**src/hw/rtl/tkspq_pkg.sv**
```systemverilog
// shared types and constants for the two-key sorted priority queue
// used by tkspq_cell and two_key_sorted_priority_queue_unit; no dependencies
package tkspq_pkg;

  localparam int QUEUE_DEPTH = 16;
  localparam int CNT_W       = $clog2(QUEUE_DEPTH + 1);
  localparam int OCC_W       = 5;

  localparam logic MODE_INSERT = 1'b0;
  localparam logic MODE_REMOVE = 1'b1;

  typedef enum logic [1:0] {
    ST_OK    = 2'd0,
    ST_EMPTY = 2'd1,
    ST_FULL  = 2'd2
  } status_t;

  typedef struct packed {
    logic [7:0] sec;
    logic [7:0] pri;
    logic [7:0] id;
  } entry_t;

  // broadcast to every cell of the chain
  typedef struct packed {
    logic   ins;
    logic   rem;
    entry_t din;
  } cell_ctrl_t;

endpackage

```
**src/hw/rtl/tkspq_cell.sv**
```systemverilog
// one slot of the sorted chain: holds an entry and shifts with its neighbors
// depends on tkspq_pkg
module tkspq_cell
  import tkspq_pkg::*;
(
  input  logic       clk,
  input  cell_ctrl_t ctrl,
  input  logic       occ,        // slot holds a live entry
  input  logic       tail,       // first free slot
  input  logic       left_after, // left neighbor moves right on insert
  input  entry_t     left_entry,
  input  entry_t     right_entry,
  output entry_t     entry,
  output logic       after       // live entry ordered strictly behind the new one
);

  always_comb begin
    after = 1'b0;
    if (occ) begin
      if (entry.pri != ctrl.din.pri) begin
        after = entry.pri > ctrl.din.pri;
      end else begin
        after = entry.sec > ctrl.din.sec;
      end
    end
  end

  always_ff @(posedge clk) begin
    if (ctrl.ins) begin
      if (left_after) begin
        entry <= left_entry;
      end else if (after || tail) begin
        entry <= ctrl.din;
      end
    end else if (ctrl.rem) begin
      entry <= right_entry;
    end
  end

endmodule

```
**src/hw/rtl/two_key_sorted_priority_queue_unit.sv**
```systemverilog
// top level of the two-key sorted priority queue: a chain of tkspq_cell slots,
// the entry count and the registered result stage; depends on tkspq_pkg
//
// The queue keeps up to QUEUE_DEPTH entries in ascending (primary, secondary)
// key order in a row of cells, slot 0 being the head; equal keys keep arrival
// order. Every cell compares its entry against the incoming keys at once, so an
// insert or a remove completes in the cycle it is accepted and one item is taken
// per clock unless the result register stalls the input. Each item gives exactly
// one result, held in an output register; a new item is taken while that
// register is empty or being read. No clearing pass is needed after reset.
module two_key_sorted_priority_queue_unit
  import tkspq_pkg::*;
(
  input  logic        clk,
  input  logic        rst,
  input  logic        s_tvalid,
  output logic        s_tready,
  input  logic [23:0] s_tdata,  // item_id[7:0], primary_key[15:8], secondary_key[23:16]
  input  logic        s_tuser,  // mode
  output logic        m_tvalid,
  input  logic        m_tready,
  output logic [31:0] m_tdata,  // out_id[7:0], out_primary[15:8], out_secondary[23:16],
                                // occupancy[28:24], zero[31:29]
  output logic [2:0]  m_tuser   // status[1:0], out_valid[2]
);

  logic [CNT_W-1:0]      count;
  logic [CNT_W-1:0]      count_next;
  cell_ctrl_t            ctrl;
  entry_t                entries [QUEUE_DEPTH];
  logic [QUEUE_DEPTH-1:0] after;
  logic                  accept;
  logic                  full;
  logic                  empty;
  status_t               status_next;

  logic [1:0]       status;
  logic             out_valid;
  entry_t           out_entry;
  logic [OCC_W-1:0] occupancy;

  assign s_tready = !m_tvalid || m_tready;
  assign accept   = s_tvalid && s_tready;
  assign full     = count == CNT_W'(QUEUE_DEPTH);
  assign empty    = count == '0;

  assign ctrl.din.id  = s_tdata[7:0];
  assign ctrl.din.pri = s_tdata[15:8];
  assign ctrl.din.sec = s_tdata[23:16];
  assign ctrl.ins     = accept && (s_tuser == MODE_INSERT) && !full;
  assign ctrl.rem     = accept && (s_tuser == MODE_REMOVE) && !empty;

  always_comb begin
    count_next = count;
    if (ctrl.ins) begin
      count_next = count + CNT_W'(1);
    end else if (ctrl.rem) begin
      count_next = count - CNT_W'(1);
    end
    if (s_tuser == MODE_INSERT) begin
      status_next = full ? ST_FULL : ST_OK;
    end else begin
      status_next = empty ? ST_EMPTY : ST_OK;
    end
  end

  for (genvar i = 0; i < QUEUE_DEPTH; i++) begin : g_cell
    logic   left_after;
    entry_t left_entry;
    entry_t right_entry;

    if (i == 0) begin : g_head
      assign left_after = 1'b0;
      assign left_entry = '0;
    end else begin : g_body
      assign left_after = after[i-1];
      assign left_entry = entries[i-1];
    end

    if (i == QUEUE_DEPTH - 1) begin : g_last
      assign right_entry = '0;
    end else begin : g_inner
      assign right_entry = entries[i+1];
    end

    tkspq_cell u_cell (
      .clk         (clk),
      .ctrl        (ctrl),
      .occ         (count > CNT_W'(i)),
      .tail        (count == CNT_W'(i)),
      .left_after  (left_after),
      .left_entry  (left_entry),
      .right_entry (right_entry),
      .entry       (entries[i]),
      .after       (after[i])
    );
  end

  always_ff @(posedge clk) begin
    if (rst) begin
      count    <= '0;
      m_tvalid <= 1'b0;
    end else begin
      count <= count_next;
      if (accept) begin
        m_tvalid <= 1'b1;
      end else if (m_tready) begin
        m_tvalid <= 1'b0;
      end
    end
  end

  // result payload
  always_ff @(posedge clk) begin
    if (accept) begin
      status    <= status_next;
      out_valid <= ctrl.rem;
      out_entry <= ctrl.rem ? entries[0] : '0;
      occupancy <= OCC_W'(count_next);
    end
  end

  assign m_tdata = {3'b000, occupancy, out_entry.sec, out_entry.pri, out_entry.id};
  assign m_tuser = {out_valid, status};

  a_count_bound : assert property (@(posedge clk) disable iff (rst)
    count <= CNT_W'(QUEUE_DEPTH))
    else $error("entry count beyond queue depth");

  a_ins_count : assert property (@(posedge clk) disable iff (rst)
    ctrl.ins |=> count == $past(count) + CNT_W'(1))
    else $error("insert did not grow the count");

  a_rem_count : assert property (@(posedge clk) disable iff (rst)
    ctrl.rem |=> count == $past(count) - CNT_W'(1))
    else $error("remove did not shrink the count");

  a_head_sorted : assert property (@(posedge clk) disable iff (rst)
    count >= CNT_W'(2) |->
      (entries[0].pri < entries[1].pri) ||
      (entries[0].pri == entries[1].pri && entries[0].sec <= entries[1].sec))
    else $error("head entry out of order");

  a_stall_holds : assert property (@(posedge clk) disable iff (rst)
    !s_tready |-> m_tvalid)
    else $error("input stalled with no pending result");

endmodule
```
**config.mk**
```make
export PLATFORM = sky130hd
export DESIGN_NAME = two_key_sorted_priority_queue_unit
export DESIGN_NICKNAME = d
export VERILOG_FILES = /design/src/hw/rtl/tkspq_pkg.sv /design/src/hw/rtl/tkspq_cell.sv /design/src/hw/rtl/two_key_sorted_priority_queue_unit.sv
export SDC_FILE = /design/constraint.sdc
export NUM_CORES = 1
export LEC_CHECK = 0
export ABC_AREA = 1
export BUFFER_PORTS_ARGS = -buffer_cell sky130_fd_sc_hd__buf_2
export CAP_MARGIN = 30
export CORE_MARGIN = 2
export CORE_UTILIZATION = 55
export DETAILED_ROUTE_END_ITERATION = 6
export PLACE_DENSITY = 0.75
export SLEW_MARGIN = 40
export SYNTH_ARGS = -nofsm -noshare
export SYNTH_HDL_FRONTEND = slang
export SYNTH_SLANG_ARGS = --single-unit
export TNS_END_PERCENT = 50
```
**constraint.sdc**
```tcl
create_clock -name clk -period 10.5 [get_ports clk]
set_input_delay 2.1 -clock clk [delete_from_list [all_inputs] [get_ports clk]]
set_output_delay 2.1 -clock clk [all_outputs]
set_load 0.01 [all_outputs]
```
==> flow_summary.json <==
{
  "worstHoldStart": "g_cell[15].u_cell.entry[7]",
  "cpPeakStageDelay_ns": 0.72,
  "dp_cells": 4432,
  "end_kind": "flip-flop",
  "arrival_ns": 5.86,
  "vias": 26555,
  "numCtsBuffers": 50,
  "grt_max_degree": 196,
  "stdcell_area_sq_um": 31760,
  "cpMaxStageDelayCell": "nand2_1",
  "grt.total_usage_pct": 32.57,
  "r2r_slack_ns": 6.32,
  "p_int_mw": 3.550,
  "powerDensity_nw_per_um2": 170.1,
  "regArea_sq_um": 12610,
  "crit_fanout": 31,
  "die_w_um": 235.2,
  "dpl-instance-area_sq_um": 30140,
  "fp.dieH_um": 235.2,
  "rsz0062_at_grt": "false",
  "drc": 0,
  "synth_edf_count": 416,
  "seq_power_share_pct": 43.3,
  "clkPwrFrac_pct": 31.4,
  "synthArstFlopShare_pct": 0,
  "rr_endpoint": "g_cell[3].u_cell.entry[6]",
  "ys_seq_area_share_pct": 42.90,
  "synth-seq-cells": 422,
  "path_clk_slew_ns": 0.06,
  "hpwl_um": 61640,
  "syn_avg_cell_area_sq_um": 7.654,
  "p_comb_share_pct": 25.3,
  "ys_top_cells_by_area": "edfxtp_1 (42%), nand2_1 (19%), ha_1 (11%), nand3_1 (9.8%), inv_1 (4.8%)",
  "n_fill_cell": 4678,
  "synth_top_area_share_pct": 42.49,
  "final-setup-viol-count": 0,
  "root_buffer": "clkbuf_16",
  "gr-total-overflow": 0,
  "drive_above_1_share_pct": 6.232,
  "total_power_mw": 5.403,
  "grt_pass1_wl_um": 141700,
  "avgRoutedWirePerCell_um": 20.22,
  "worstSetupStartpointType": "input port",
  "dr.pass1.iters": 6,
  "fin_tns_setup_ns": 0,
  "clock_sinks": 422,
  "cap_violations": 0,
  "clk_path_buf_depth": 3,
  "grt_pass1_vias": 25089,
  "crit_chain": "buf_2 > inv_1 > buf_4 > ha_1 > nand2_1 > nor2_1 > nand2_1 > inv_1 > nand2_1 > nand2_1 > nand2_1 > nor2_1 > nor2_2 > buf_4",
  "fmax_mhz": 179.8,
  "pin_count": 66,
  "synth_warnings": 0,
  "critPathKind": "input port to flip-flop",
  "core_area_sq_um": 52660,
  "p_switching_mw": 1.853,
  "cts_tree": "built",
  "slew_headroom_pct": 29.70,
  "port_buffers": 62,
  "synth_top_family_by_area": "simple AND/OR/NAND/NOR gates",
  "synthFlopType": "edfxtp_1",
  "cts_hold_buf": 0,
  "ctsResizeCount": 0,
  "post_synth_num_cell_types": 32,
  "cts.htree.levels": 2,
  "multiInputGateArea_sq_um": 14580,
  "drt_iter0_markers": 3103,
  "hold_viol": 0,
  "sw_frac_of_total_pct": 34.30,
  "worst-r2r-cell-count": 9,
  "synth_adder_area_share_pct": 11.11,
  "synth_compound_area_share_pct": 3.443,
  "synthMuxAreaShare_pct": 0,
  "hold_class": "flip-flop to flip-flop",
  "critPathTopFamily": "simple AND/OR/NAND/NOR gates",
  "via_per_inst": 5.869,
  "nets": 4087,
  "crit_top_cell": "nand2_1",
  "drv_slew": 0,
  "power_leakage_nw": 15.58,
  "synth_largest_area_cell": "edfxtp_1",
  "final-instance-count-excl-fill": 4525,
  "r2r-start": "count[0]",
  "rows": 84,
  "worst_slew_pin_slew_ns": 1.054,
  "postRouteAntennaNets": 0,
  "clk_latency_ns": 0.62,
  "skew_ns": 0.02654,
  "ir_drop_v": 0.0001296,
  "period_needed_ns": 5.560,
  "hold_path_end": "g_cell[14].u_cell.entry[7]",
  "hold_depth": 2,
  "wl_um": 91500,
  "die-area_sq_um": 55320,
  "status": "complete, no violations",
  "netlist_instances": 3841,
  "syn_area_sq_um": 29400,
  "cts_setup_buffers": 0,
  "synth_xor_area_share_pct": 0.02979,
  "synth-simple-area-share_pct": 34.59,
  "path_buf_inv": 5,
  "antenna_found_initial": 0,
  "area_growth_pct": 8.040,
  "finalCritPeriodShare_pct": 52.95,
  "cp.required_ns": 10.80,
  "globalplace.congestion": 0.9096,
  "start_util_pct": 55.83
}
-- logic make-up after synthesis --
| logic type | count (synthesis) |
|---|---|
| DFF | 422 |
| other | 1 |
| adders and majority gates | 261 |
| buffers and inverters | 593 |
| AOI/OAI and AO/OA | 179 |
| xor gates and xnor gates | 1 |
| and+or+nand+nor | 2384 |
-- per-layer routing --
metal	track usage (%)	vias up	part of all wire, %
met5	0	-	0
met4	17.41	0	5.7
met3	5.781	323	9.9
met2	51.85	1437	45
met1	42.41	12270	39
li1	-	12525	-
-- layout by cell type, fill, tap and decap left out, types with 2 or more instances in the layout --
cell and n:
bufinv_16 2, diode_2 2, buf_4 38, or2_1 3, nand2_2 14, a31oi_1 3
nor2_1 194, o21ai_1 9, clkinv_8 2, edfxtp_1 416, a21oi_4 5, inv_2 27
clkbuf_8 4, a21o_1 14, nor2_4 5, nand3_1 575, buf_6 3, o21ai_0 47
ha_1 261, buf_12 2, and2_1 7, inv_1 359, nor2_2 8, nand3b_1 110
nand2_1 1449, clkinv_2 8, dfxtp_1 6, nand4_1 17, a21oi_2 3, o21a_1 10
clkbuf_1 14, clkbuf_16 51, a21oi_1 86, clkinv_1 11, conb_1 3, buf_2 62
-- power groups by stage --
| stage | registers (mW) | clock network (mW) | logic, mW |
|---|---|---|---|
| global route | 2.36 | 1.76 | 1.54 |
| detailed placement | 2.37 | 0 | 1.33 |
| floorplan | 2.29 | 0 | 0.968 |
| CTS | 2.33 | 1.70 | 1.34 |
| global placement | 2.37 | 0 | 1.29 |
| finish | 2.34 | 1.69 | 1.37 |
-- stage by stage --
step                      hold slack, ns  setup slack [ns]  utilization [%]
final                             0.5239             4.940            60.32
after global routing              0.5553             4.674            60.31
after CTS                         0.5288             4.928            60.19
after detailed placement          0.5092             4.303            57.24
after global placement            0.5032             4.124            57.14
after floorplan                   0.4947             5.002                -
-- synth_stat cells (all sizes together), types with 3 or more instances --
library cell and n:
edfxtp 416, and2 7, ha 261, dfxtp 6
inv 390, nand3b 110, nand4 17, a21oi 94
buf 98, or2 3, a21o 14, nor2 207
a31oi 3, clkbuf 105, nand3 576, o21a 10
o21ai 58, nand2 1463
-- flip-flops by register name (all words and copies together) (netlist names) --
| register | count |
|---|---|
| g_cell.u_cell.entry | 384 |
| m_tdata | 24 |
| count | 5 |
| occupancy | 5 |
| status | 2 |
| m_tvalid | 1 |
| out_valid | 1 |
-- final cells by class --
class	count	area share (%)
Sequential cell	422	39.71
Clock buffer	69	4.357
Timing Repair Buffer	105	2.108
Antenna cell	2	0.01576
Tap cell	688	2.710
Clock inverter	21	0.5357
Multi-Input combinational cell	2828	45.92
Inverter	390	4.648
-- worst register-to-register path, cell delays in order, from the launching register on --
cell and delay (ns):
dfxtp_1 0.49, inv_2 0.15, ha_1 0.28, nand4_1 0.22, nand3_4 0.42, buf_4 0.52, nand2_1 0.50, inv_2 0.39
nor2_2 0.56, buf_4 0.34
-- worst max path at each step --
stage | slack (ns) | depth (start not counted) | start | to
2_1_floorplan | 5.00 | 13 | s_tdata[19] | g_cell[1].u_cell.entry[0]
3_3_place_gp | 4.12 | 13 | s_tdata[17] | g_cell[8].u_cell.entry[11]
3_5_place_dp | 4.30 | 16 | s_tdata[17] | g_cell[11].u_cell.entry[3]
4_1_cts | 4.93 | 16 | s_tdata[17] | g_cell[11].u_cell.entry[5]
5_1_grt | 4.67 | 14 | s_tdata[11] | g_cell[3].u_cell.entry[6]
6_report | 4.94 | 14 | s_tdata[11] | g_cell[3].u_cell.entry[6]
No activity file was read; power rests on OpenSTA's default activity.
